`config.mk`:
```
export PLATFORM = sky130hd
export DESIGN_NAME = sliding_bit_mismatch_rate_unit
export DESIGN_NICKNAME = d
export VERILOG_FILES = /design/src/rtl/core/sbm_pkg.sv /design/src/rtl/core/sliding_bit_mismatch_rate_unit.sv /design/src/rtl/core/sbm_cell.sv /design/src/rtl/core/sbm_pattern_mem.sv /design/src/rtl/core/sbm_divider.sv
export SDC_FILE = /design/constraint.sdc
export NUM_CORES = 2
export LEC_CHECK = 0
export CAP_MARGIN = 25
export CORE_MARGIN = 2
export CORE_UTILIZATION = 50
export DETAILED_ROUTE_END_ITERATION = 10
export DONT_BUFFER_PORTS = 1
export PLACE_DENSITY = 0.75
export SLEW_MARGIN = 0
export SYNTH_ARGS = -nofsm -noshare
export SYNTH_HDL_FRONTEND = slang
export SYNTH_HIERARCHICAL = 1
export SYNTH_SLANG_ARGS = --single-unit
```
`constraint.sdc`:
```
create_clock -name clk -period 17.5 [get_ports clk]
set_clock_uncertainty 0.1 [all_clocks]
set_input_delay 4.375 -clock clk [delete_from_list [all_inputs] [get_ports clk]]
set_output_delay 4.375 -clock clk [all_outputs]
set_load 0.01 [all_outputs]
```
`src/rtl/core/sbm_pkg.sv`:
```
// Shared types, widths and helpers for the sliding bit mismatch rate unit.
package sbm_pkg;

	// Default pattern depth
	localparam int PATTERN_MAX_DEF = 64;

	// Item field widths
	localparam int FUNC_W = 2;
	localparam int IDX_W  = 6;
	localparam int BYTE_W = 8;
	localparam int LEN_W  = 7;
	localparam int DIFF_W = 10;
	localparam int PCT_W  = 15;
	localparam int POS_W  = 32;

	// Stream bus widths
	localparam int S_TDATA_W = 16;
	localparam int M_TDATA_W = 64;

	// Percentage scale: 100 * 256 / 8
	localparam int PCT_SCALE   = 100 * 256 / 8;
	localparam int PCT_SCALE_W = 12;

	// Function codes carried in the input tuser
	typedef enum logic [FUNC_W-1:0] {
		FUNC_LOAD  = 2'd0,
		FUNC_PUSH  = 2'd1,
		FUNC_CLEAR = 2'd2,
		FUNC_NOP   = 2'd3
	} func_t;

	// Per-cycle commands for the cell row
	typedef struct packed {
		logic push;
		logic load;
		logic step;
	} cell_ctrl_t;

	// Count set bits of one byte
	function automatic logic [3:0] popcount8(input logic [BYTE_W-1:0] v);
		logic [3:0] n;
		n = '0;
		for (int b = 0; b < BYTE_W; b++) begin
			n = n + {3'b000, v[b]};
		end
		return n;
	endfunction

endpackage

```
`src/rtl/core/sliding_bit_mismatch_rate_unit.sv`:
```
// Top level of the sliding bit mismatch rate unit.
//
// Channel   Signals                        Contents (low bit first)
// s_axis    s_tvalid s_tready s_tdata s_tuser  tuser: func; tdata: pattern_index, data_byte
// m_axis    m_tvalid m_tready m_tdata       tdata: diff_bits, percent_q8, window_start
// config    cfg_we cfg_wdata               pattern_len, written on any cycle with cfg_we
//
// Pattern loads, clears, no-ops and pushes that leave the window short are handled without
// leaving the idle state. A push that completes a window goes through the accept, the scan
// through the cell row against the pattern memory, the multiply, the divider steps and the
// check for done, and the hand-off to the output register.
// The output register holds one result; a new item is taken while it waits for m_tready, and
// the next finished result holds the input stalled until the waiting one is taken.
// Reset clears the fill count, the position, the state and the output valid; the pattern
// and the window contents stay undefined until written.
module sliding_bit_mismatch_rate_unit #(
	parameter int PATTERN_MAX = sbm_pkg::PATTERN_MAX_DEF
) (
	input  logic                           clk,
	input  logic                           arst_n,
	input  logic                           s_tvalid,
	output logic                           s_tready,
	input  logic [sbm_pkg::S_TDATA_W-1:0]  s_tdata,  // pattern_index, data_byte, zero pad
	input  logic [sbm_pkg::FUNC_W-1:0]     s_tuser,  // func
	output logic                           m_tvalid,
	input  logic                           m_tready,
	output logic [sbm_pkg::M_TDATA_W-1:0]  m_tdata,  // diff_bits, percent_q8, window_start, pad
	input  logic                           cfg_we,
	input  logic [sbm_pkg::LEN_W-1:0]      cfg_wdata // pattern_len
);
	import sbm_pkg::*;

	localparam int AW    = (PATTERN_MAX > 1) ? $clog2(PATTERN_MAX) : 1;
	localparam int LW    = $clog2(PATTERN_MAX + 1);
	localparam int XW    = (AW > IDX_W) ? AW : IDX_W;
	localparam int ACC_W = $clog2(8 * PATTERN_MAX + 1);
	localparam int NUM_W = ACC_W + PCT_SCALE_W;
	localparam int OUT_W = DIFF_W + PCT_W + POS_W;

	typedef enum logic [2:0] {
		S_IDLE,
		S_SCAN,
		S_MUL,
		S_DIV,
		S_DONE
	} state_t;

	state_t            state_q;
	logic [LEN_W-1:0]  pattern_len_q;
	logic [LW-1:0]     fill_q;
	logic [POS_W-1:0]  pos_q;
	logic [POS_W-1:0]  start_q;
	logic [LW-1:0]     cnt_q;
	logic [AW-1:0]     rd_addr_q;
	logic [ACC_W-1:0]  acc_q;
	logic              m_tvalid_q;
	logic [OUT_W-1:0]  out_q;

	logic [IDX_W-1:0]  pattern_index;
	logic [BYTE_W-1:0] data_byte;
	func_t             func;
	logic              accept;
	logic              acc_load;
	logic              acc_push;
	logic              acc_clear;
	logic [XW-1:0]     idx_x;
	logic              idx_ok;
	logic [LW-1:0]     len_eff;
	logic [LW-1:0]     fill_nx;
	logic              full;
	logic [AW-1:0]     rd_addr;
	logic [BYTE_W-1:0] pat_byte;
	cell_ctrl_t        cell_ctrl;
	logic [BYTE_W-1:0] win_chain  [PATTERN_MAX];
	logic [BYTE_W-1:0] scan_chain [PATTERN_MAX];
	logic              div_start;
	logic              div_done;
	logic [NUM_W-1:0]  div_num;
	logic [NUM_W-1:0]  div_quot;

	// Unpack the input item
	assign pattern_index = s_tdata[IDX_W-1:0];
	assign data_byte     = s_tdata[IDX_W+BYTE_W-1:IDX_W];
	assign func          = func_t'(s_tuser);

	assign s_tready  = (state_q == S_IDLE);
	assign accept    = s_tvalid && s_tready;
	assign acc_load  = accept && (func == FUNC_LOAD);
	assign acc_push  = accept && (func == FUNC_PUSH);
	assign acc_clear = accept && (func == FUNC_CLEAR);

	// Drop pattern writes past the store depth
	assign idx_x  = XW'(pattern_index);
	assign idx_ok = ({1'b0, idx_x} < (XW+1)'(PATTERN_MAX));

	// Clamp the configured length into 1..PATTERN_MAX
	always_comb begin
		if (pattern_len_q == '0) begin
			len_eff = LW'(1);
		end else if (int'(pattern_len_q) > PATTERN_MAX) begin
			len_eff = LW'(PATTERN_MAX);
		end else begin
			len_eff = LW'(pattern_len_q);
		end
	end

	// Saturating fill after this push
	assign fill_nx = (fill_q == LW'(PATTERN_MAX)) ? fill_q : (fill_q + LW'(1));
	assign full    = (fill_nx >= len_eff);

	// Pattern is read from the top index down while the scan bytes come oldest-last
	assign rd_addr = (state_q == S_SCAN) ? rd_addr_q : AW'(len_eff - LW'(1));

	sbm_pattern_mem #(
		.DEPTH (PATTERN_MAX),
		.AW    (AW)
	) u_pattern_mem (
		.clk   (clk),
		.we    (acc_load && idx_ok),
		.waddr (idx_x[AW-1:0]),
		.wdata (data_byte),
		.raddr (rd_addr),
		.rdata (pat_byte)
	);

	// Cell row commands
	assign cell_ctrl.push = acc_push;
	assign cell_ctrl.load = acc_push && full;
	assign cell_ctrl.step = (state_q == S_SCAN);

	// Row of window cells: window moves up, scan bytes move down to cell zero
	for (genvar k = 0; k < PATTERN_MAX; k++) begin : g_cell
		logic [BYTE_W-1:0] win_in;
		logic [BYTE_W-1:0] scan_in;

		if (k == 0) begin : g_head
			assign win_in = data_byte;
		end else begin : g_body
			assign win_in = win_chain[k-1];
		end

		if (k == PATTERN_MAX - 1) begin : g_tail
			assign scan_in = '0;
		end else begin : g_next
			assign scan_in = scan_chain[k+1];
		end

		sbm_cell u_cell (
			.clk      (clk),
			.ctrl     (cell_ctrl),
			.win_in   (win_in),
			.scan_in  (scan_in),
			.win_out  (win_chain[k]),
			.scan_out (scan_chain[k])
		);
	end

	// Scale the count for the percentage
	assign div_start = (state_q == S_MUL);
	assign div_num   = NUM_W'(acc_q) * NUM_W'(PCT_SCALE);

	sbm_divider #(
		.NUM_W (NUM_W),
		.DEN_W (LW)
	) u_divider (
		.clk    (clk),
		.arst_n (arst_n),
		.start  (div_start),
		.num    (div_num),
		.den    (len_eff),
		.done   (div_done),
		.quot   (div_quot)
	);

	// Configuration register
	always_ff @(posedge clk or negedge arst_n) begin
		if (!arst_n) begin
			pattern_len_q <= LEN_W'(1);
		end else if (cfg_we) begin
			pattern_len_q <= cfg_wdata;
		end
	end

	// Sequencer, fill count, position and output register
	always_ff @(posedge clk or negedge arst_n) begin
		if (!arst_n) begin
			state_q    <= S_IDLE;
			fill_q     <= '0;
			pos_q      <= '0;
			m_tvalid_q <= 1'b0;
		end else begin
			if ((state_q == S_DONE) && (!m_tvalid_q || m_tready)) begin
				m_tvalid_q <= 1'b1;
			end else if (m_tvalid_q && m_tready) begin
				m_tvalid_q <= 1'b0;
			end
			unique case (state_q)
				S_IDLE: begin
					if (acc_clear) begin
						fill_q <= '0;
						pos_q  <= '0;
					end else if (acc_push) begin
						fill_q <= fill_nx;
						pos_q  <= pos_q + POS_W'(1);
						if (full) begin
							state_q <= S_SCAN;
						end
					end
				end
				S_SCAN: begin
					if (cnt_q == LW'(1)) begin
						state_q <= S_MUL;
					end
				end
				S_MUL: begin
					state_q <= S_DIV;
				end
				S_DIV: begin
					if (div_done) begin
						state_q <= S_DONE;
					end
				end
				S_DONE: begin
					if (!m_tvalid_q || m_tready) begin
						state_q <= S_IDLE;
					end
				end
				default: begin
					state_q <= S_IDLE;
				end
			endcase
		end
	end

	// Scan datapath: accumulate differing bits one byte per cycle
	always_ff @(posedge clk) begin
		if (acc_push && full) begin
			start_q   <= pos_q + POS_W'(1) - POS_W'(len_eff);
			cnt_q     <= len_eff;
			acc_q     <= '0;
			rd_addr_q <= AW'(len_eff - LW'(2));
		end else if (state_q == S_SCAN) begin
			cnt_q     <= cnt_q - LW'(1);
			acc_q     <= acc_q + ACC_W'(popcount8(scan_chain[0] ^ pat_byte));
			rd_addr_q <= rd_addr_q - AW'(1);
		end
	end

	// Hold the finished result
	always_ff @(posedge clk) begin
		if ((state_q == S_DONE) && (!m_tvalid_q || m_tready)) begin
			out_q <= {start_q, PCT_W'(div_quot), DIFF_W'(acc_q)};
		end
	end

	assign m_tvalid = m_tvalid_q;
	assign m_tdata  = M_TDATA_W'(out_q);

	a_full_push_scans: assert property (@(posedge clk) disable iff (!arst_n)
		(acc_push && full) |=> (state_q == S_SCAN))
		else $error("full window push did not start a scan");

	a_scan_count: assert property (@(posedge clk) disable iff (!arst_n)
		(state_q == S_SCAN) |-> (cnt_q != '0))
		else $error("scan running with zero bytes left");

	a_div_done_state: assert property (@(posedge clk) disable iff (!arst_n)
		div_done |-> (state_q == S_DIV))
		else $error("divider finished outside the divide state");

	a_fill_bound: assert property (@(posedge clk) disable iff (!arst_n)
		fill_q <= LW'(PATTERN_MAX))
		else $error("fill count beyond pattern depth");

endmodule

```
`src/rtl/core/sbm_cell.sv`:
```
// One cell of the window row: a window byte and a scan byte.
module sbm_cell (
	input  logic                        clk,
	input  sbm_pkg::cell_ctrl_t         ctrl,
	input  logic [sbm_pkg::BYTE_W-1:0]  win_in,
	input  logic [sbm_pkg::BYTE_W-1:0]  scan_in,
	output logic [sbm_pkg::BYTE_W-1:0]  win_out,
	output logic [sbm_pkg::BYTE_W-1:0]  scan_out
);
	import sbm_pkg::*;

	logic [BYTE_W-1:0] win_q;
	logic [BYTE_W-1:0] scan_q;

	// Advance the window toward older positions on a push
	always_ff @(posedge clk) begin
		if (ctrl.push) begin
			win_q <= win_in;
		end
	end

	// Snapshot the shifted window, then hand scan bytes toward cell zero
	always_ff @(posedge clk) begin
		if (ctrl.load) begin
			scan_q <= win_in;
		end else if (ctrl.step) begin
			scan_q <= scan_in;
		end
	end

	assign win_out  = win_q;
	assign scan_out = scan_q;

endmodule

```
`src/rtl/core/sbm_pattern_mem.sv`:
```
// Pattern byte store: one write port, one registered read port.
module sbm_pattern_mem #(
	parameter int DEPTH = sbm_pkg::PATTERN_MAX_DEF,
	parameter int AW    = (DEPTH > 1) ? $clog2(DEPTH) : 1
) (
	input  logic                        clk,
	input  logic                        we,
	input  logic [AW-1:0]               waddr,
	input  logic [sbm_pkg::BYTE_W-1:0]  wdata,
	input  logic [AW-1:0]               raddr,
	output logic [sbm_pkg::BYTE_W-1:0]  rdata
);
	import sbm_pkg::*;

	logic [BYTE_W-1:0] mem_q [DEPTH];
	logic [BYTE_W-1:0] rdata_q;

	// Write one pattern byte
	always_ff @(posedge clk) begin
		if (we) begin
			mem_q[waddr] <= wdata;
		end
	end

	// Read every cycle
	always_ff @(posedge clk) begin
		rdata_q <= mem_q[raddr];
	end

	assign rdata = rdata_q;

endmodule

```
`src/rtl/core/sbm_divider.sv`:
```
// Restoring divider, one quotient bit per cycle.
module sbm_divider #(
	parameter int NUM_W = 21,
	parameter int DEN_W = 7
) (
	input  logic             clk,
	input  logic             arst_n,
	input  logic             start,
	input  logic [NUM_W-1:0] num,
	input  logic [DEN_W-1:0] den,
	output logic             done,
	output logic [NUM_W-1:0] quot
);
	localparam int CW = $clog2(NUM_W + 1);

	logic             busy_q;
	logic             done_q;
	logic [CW-1:0]    cnt_q;
	logic [NUM_W-1:0] num_q;
	logic [DEN_W-1:0] den_q;
	logic [DEN_W:0]   rem_q;
	logic [DEN_W:0]   rem_sh;
	logic             ge;

	// Bring down the next dividend bit and try the subtract
	assign rem_sh = {rem_q[DEN_W-1:0], num_q[NUM_W-1]};
	assign ge     = (rem_sh >= {1'b0, den_q});

	// Control
	always_ff @(posedge clk or negedge arst_n) begin
		if (!arst_n) begin
			busy_q <= 1'b0;
			done_q <= 1'b0;
			cnt_q  <= '0;
		end else begin
			done_q <= 1'b0;
			if (start) begin
				busy_q <= 1'b1;
				cnt_q  <= CW'(NUM_W);
			end else if (busy_q) begin
				cnt_q <= cnt_q - CW'(1);
				if (cnt_q == CW'(1)) begin
					busy_q <= 1'b0;
					done_q <= 1'b1;
				end
			end
		end
	end

	// Datapath: quotient bits shift in behind the dividend
	always_ff @(posedge clk) begin
		if (start) begin
			num_q <= num;
			den_q <= den;
			rem_q <= '0;
		end else if (busy_q) begin
			rem_q <= ge ? (rem_sh - {1'b0, den_q}) : rem_sh;
			num_q <= {num_q[NUM_W-2:0], ge};
		end
	end

	assign done = done_q;
	assign quot = num_q;

	a_start_idle: assert property (@(posedge clk) disable iff (!arst_n)
		start |-> !busy_q)
		else $error("divider started while busy");

	a_rem_below_den: assert property (@(posedge clk) disable iff (!arst_n)
		busy_q |-> (rem_q < {1'b0, den_q}))
		else $error("partial remainder not below divisor");

	a_done_ends_busy: assert property (@(posedge clk) disable iff (!arst_n)
		$fell(busy_q) |-> done_q)
		else $error("divider stopped without done");

endmodule
```
# After elaboration in Yosys (flattened, before gate mapping)
# Memory sizes are Yosys's and may differ from the RTL's. A register that Yosys moved wholly into a read port is not among the register bits.
# Cells that the tools add are included.
[classes]
multipliers = 1
addsub = 17
magnitude_cmp = 3
n_eq_ne = 15
n_reduce_logical = 18
mux = 162
bitwise_logic = 1
[op_table]
columns = ["op", "count"]
rows = [
  ["$mux 8", 128],
  ["$mux 32", 2],
  ["$mux 7", 8],
  ["$mux 22", 2],
  ["$add 32x1->32 const B", 1],
  ["$sub 32x7->32", 1],
  ["$mux 3", 6],
  ["$mux 6", 3],
  ["$add 4x1->4", 4],
  ["$mul 10x5->15 const B", 1],
  ["$pmux 3 s5", 1],
  ["$sub 6x1->6 const B", 2],
  ["$add 10x4->10", 1],
  ["$mux 1", 10],
  ["$mux 5", 2],
  ["$ne 2x1->1 const B", 5],
  ["$ge 8x7->1", 1],
  ["$reduce_bool 2->1", 4],
  ["$xor 8x8->8", 1],
  ["$add 7x1->7 const B", 1],
  ["$eq 7x1->1 const B", 1],
  ["$eq 7x7->1 const B", 1],
  ["$ge 7x7->1", 1],
  ["$gt 7x7->1 const B", 1],
  ["22 further kinds", 29],
]
[totals]
mem_count = 1
out_inout_bits = 66
ramBits = 512
input_bits = 30
reg_bits = 1221
[memory_table]
columns = ["name", "depth", "word_bits", "read_ports", "rd_clocked_by_memory_dff", "wr", "line_no", "text"]
rows = [
  ["u_pattern_mem.mem_q", 64, 8, 1, 1, 1, "sbm_pattern_mem.sv:15", "logic [BYTE_W-1:0] mem_q [DEPTH];"],
]

# Logic depth before layout (Yosys ltp)
[logic_depth]
ltp_word = 9
mapped_depth = 18
ltp_nobuf = 15

# Modules after synthesis
# The synthesis kept the hierarchy.
[by_module_without_submodules]
columns = ["module", "n_inst", "cells_each", "area_per_inst_um2", "seq_area_each_um2"]
rows = [
  ["sbm_cell", 64, 26, 618.1, 480.5],
  ["sbm_pattern_mem", 1, 940, 20160.6, 15534.9],
  ["sliding_bit_mismatch_rate_unit", 1, 841, 9146.3, 4515.6],
  ["sbm_divider", 1, 188, 2299.7, 1186.1],
]

# Least setup slack after synthesis
# Ideal clock, no wire load.
[synth_timing]
path_type = "input-to-reg"
startpoint = "input s_tuser[1] in the netlist's numbering"
endpoint = "register g_cell[0].u_cell.win_q[0], enable pin"
required_ns = 16.325
path_stages = 4
t_arrival_ns = 18.931
setup_slack_ns = -2.605
path_cell_list = "and3b_1 nand2_1 inv_1 buf_1"
[synth_between]
elab_chain_cells = 2
[synth_lines]
columns = ["item", "line_no", "text"]
rows = [
  ["start, declared", "sliding_bit_mismatch_rate_unit.sv:24", "input logic [sbm_pkg::FUNC_W-1:0] s_tuser,"],
  ["$eq 2x1->1", "sliding_bit_mismatch_rate_unit.sv:89", "assign acc_push = accept && (func == FUNC_PUSH);"],
  ["$logic_and 1x1->1", "sliding_bit_mismatch_rate_unit.sv:89", ""],
  ["named net acc_push", "sliding_bit_mismatch_rate_unit.sv:64", "logic acc_push;"],
  ["end signal, assigned", "sbm_cell.sv:18", "win_q <= win_in;"],
  ["end, declared", "sbm_cell.sv:12", "logic [BYTE_W-1:0] win_q;"],
]
# The timed path passes the listed nets, and every way through them passes these cells.
# A chain may end at the register's enable or synchronous reset.

# Worst setup path after layout
[layout_timing]
startpoint = "input s_tuser[1] in the netlist's numbering"
endpoint = "register g_cell[62].u_cell.scan_q[1], enable pin"
[layout_between]
elab_chain_cells = 4
[layout_lines]
columns = ["item", "line_no", "text"]
rows = [
  ["$eq 2x1->1", "sliding_bit_mismatch_rate_unit.sv:89", ""],
  ["$logic_and 1x1->1", "sliding_bit_mismatch_rate_unit.sv:89", ""],
  ["$logic_and 1x1->1", "sliding_bit_mismatch_rate_unit.sv:128", "assign cell_ctrl.load = acc_push && full;"],
  ["$reduce_bool 2->1 (no line)", "-", ""],
  ["end signal, assigned", "sbm_cell.sv:25", "scan_q <= win_in;"],
  ["end signal, assigned", "sbm_cell.sv:27", "scan_q <= scan_in;"],
  ["end, declared", "sbm_cell.sv:13", "logic [BYTE_W-1:0] scan_q;"],
]
# No other way between the ends.

==> impl_metrics.toml <==
[worst_setup_path]
worst_setup_path_category = "in -> reg"
critical_path_buf_inv_count = 5
worst_r2r_startpoint = "pattern_len_q[1]$_DFFE_PN0P_"
cp_data_required_time_ns = 17.80
setup_crit_start_kind = "input port"
timing.critical_path.max_delay_family = "buffers and inverters"
worstPathMaxFanout = 80
rr_worst_depth = 18
slowest_library_cell_on_the_worst_path = "buf_4"
worst-endpoint-arrival_ns = 8.46
cp_cell_sequence = "and3b_1 -> nand2_1 -> nor2_1 -> o31ai_2 -> buf_4 -> inv_8 -> buf_16 -> buf_4 -> buf_4 -> or2_1"
worst_r2r_endpoint = "g_cell[62].u_cell/scan_out[1]$_DFFE_PP_"
cp_num_cells = 10
worst-r2r-setup-slack_ns = 10.91
critical_path.endpoint_type = "flip-flop"
crit_path_start = "s_tuser[1]"
crit_path_max_incr_delay_ns = 0.89
crit_path_frequent_cell = "buf_4"

[clock_network]
cts_root_buffer = "clkbuf_16"
tritoncts_clock_tree = "built"
post-cts-setup-buffers = 0
cts-root-to-sink-buffers = 3
post_cts_resize_count = 0
clock-sinks = 1741
postCtsHoldBufs = 0
clkSlewWorstSetupHoldPaths_ns = 0.06
clkLatencyLatePin_ns = 0.79
cts-htree-levels = 4
numCtsBuffers = 168

[drt]
vias_per_cell = 5.58
detail_route.iter0.violations = 2936
routed_wire_length_per_instance_um = 21.6
detail_route.wirelength_mm = 123
dr.pass1.iters = 5
detail_route.drc_violations = 0
ant_nets = 0
detailroute.via_count = 31900

[yosys]
synth_cell_area_um2 = 70900
synthCells = 3625
avgSynthCellArea_um2 = 19.6
ys.warnings.count = 6

[power]
power_density_normalized_to_cell_area_nw_per_um2 = 174
cellLeakagePower_nw = 26.5
report.power.total_mw = 13.5
worst_ir_drop_vdd_v = 0.000159

[floorplanning]
rows = 138
pin_count = 96
core-area_um2 = 141000
die_x_um = 381
die_area_um2 = 145000
floorplan.die.height_um = 381
initial_standard_cell_utilization_of_the_core_pct = 50.2

[final_layout]
drive_above_1_share_pct = 26.0
antenna-diode-count = 0
layout.cells.most_common = "edfxtp_1"
flow.area_growth_from_synthesis_pct = 9.83
final_core_utilization_pct = 55.2
fillCellCount = 10500
final_cell_mix = "edfxtp_1, mux2_4, clkbuf_16"
num-nets-final = 3804

[outcome]
outcome = "complete, no violations"

[sta]
relSlewSlack_pct = 27.5
timing.final.setup_violations = 0
report.final.hold_viol_count = 0
fin_crit_ns = 8.16
crit_share_post_route_pct = 46.6
fmaxAchievable_mhz = 122
unrepaired_setup_endpoints_after_global_routing = "no"
setup_tns_after_final_layout_ns = 0
timing.final.max_slew_violations = 0
worst-slew-pin-transition_ns = 1.08

[worst_hold_path]
worstHoldPathCells = 0
hold_class = "reg -> reg"
critical_hold_path_startpoint = "g_cell[9].u_cell/win_out[6]$_DFFE_PP_"
endpoint_of_the_worst_hold_timing_path = "g_cell[10].u_cell/win_out[6]$_DFFE_PP_"

[grt]
grt_max_degree = 144
first_global_vias = 32600
globalRouteTotalUtil_pct = 16.9
initial_antenna_violation_count = 0
overflow = 0
grt_pass1_wl_mm = 192

[place]
detailed_place_hpwl_mm = 69.6
gp_routability_congestion = 0.802
place.port_buffers = 0

[flow_run]
max_cap_violations = 0
[final cells by class]
class	instances	area [um2]	area share, %
inverters	67	267	0.342
clock inverters	103	902	1.16
repair buffers	35	340	0.437
multi-input cells	1676	17800	22.9
clock buffers	206	4460	5.73
flip-flops and latches	1741	51700	66.4
well taps	1890	2360	3.04
[metal layers]
layer,GRT usage [%],share of wire [%],up-vias
li1,-,-,14300
met1,24.4,45,16500
met2,26.4,47,859
met3,3.13,5.4,205
met4,4.92,2.2,0
met5,0,0,-
[per-stage QoR]
| step | cell area [um2] | instances | hold WS, ns | worst slack [ns] |
|---|---|---|---|---|
| 2_1_floorplan | 71000 | 3646 | 0.300 | 5.07 |
| 3_3_place_gp | 72500 | 5407 | 0.300 | 8.61 |
| 3_5_place_dp | 72500 | 5407 | 0.305 | 8.51 |
| 4_1_cts | 77800 | 5716 | 0.303 | 9.33 |
| 5_1_grt | 77900 | 5718 | 0.315 | 9.08 |
| 6_report | 77900 | 5718 | 0.309 | 9.34 |
[how the worst max path moves through the flow]
stage                                         endpoint  slack (ns)
2_1_floorplan    g_cell[0].u_cell/win_out[0]$_DFFE_PP_        5.07
3_3_place_gp   g_cell[54].u_cell/scan_out[3]$_DFFE_PP_        8.61
3_5_place_dp   g_cell[62].u_cell/scan_out[3]$_DFFE_PP_        8.51
4_1_cts        g_cell[62].u_cell/scan_out[1]$_DFFE_PP_        9.33
5_1_grt        g_cell[62].u_cell/scan_out[1]$_DFFE_PP_        9.08
6_report       g_cell[62].u_cell/scan_out[1]$_DFFE_PP_        9.34
[flip-flops by register name (all words and copies together) (netlist names), 3 cells and up]
| name | count |
|---|---|
| rd_addr_q | 6 |
| pos_q | 32 |
| u_divider/cnt_q | 5 |
| cnt_q | 7 |
| u_pattern_mem/rdata | 8 |
| pattern_len_q | 7 |
| u_pattern_mem/mem_q | 512 |
| acc_q | 10 |
| g_cell.u_cell/scan_out | 512 |
| fill_q | 7 |
| u_divider/quot | 22 |
| start_q | 32 |
| out_q | 57 |
| u_divider/den_q | 7 |
| g_cell.u_cell/win_out | 504 |
| state_q | 3 |
| u_divider/rem_q | 7 |
[report_power, final]
group          switching, mW  total (mW)  internal (mW)
sequential             0.331        6.08           5.75
clock                   1.53        3.52           1.99
combinational           1.96        3.93           1.97
Note: power is estimated with default switching activity, not from simulation.
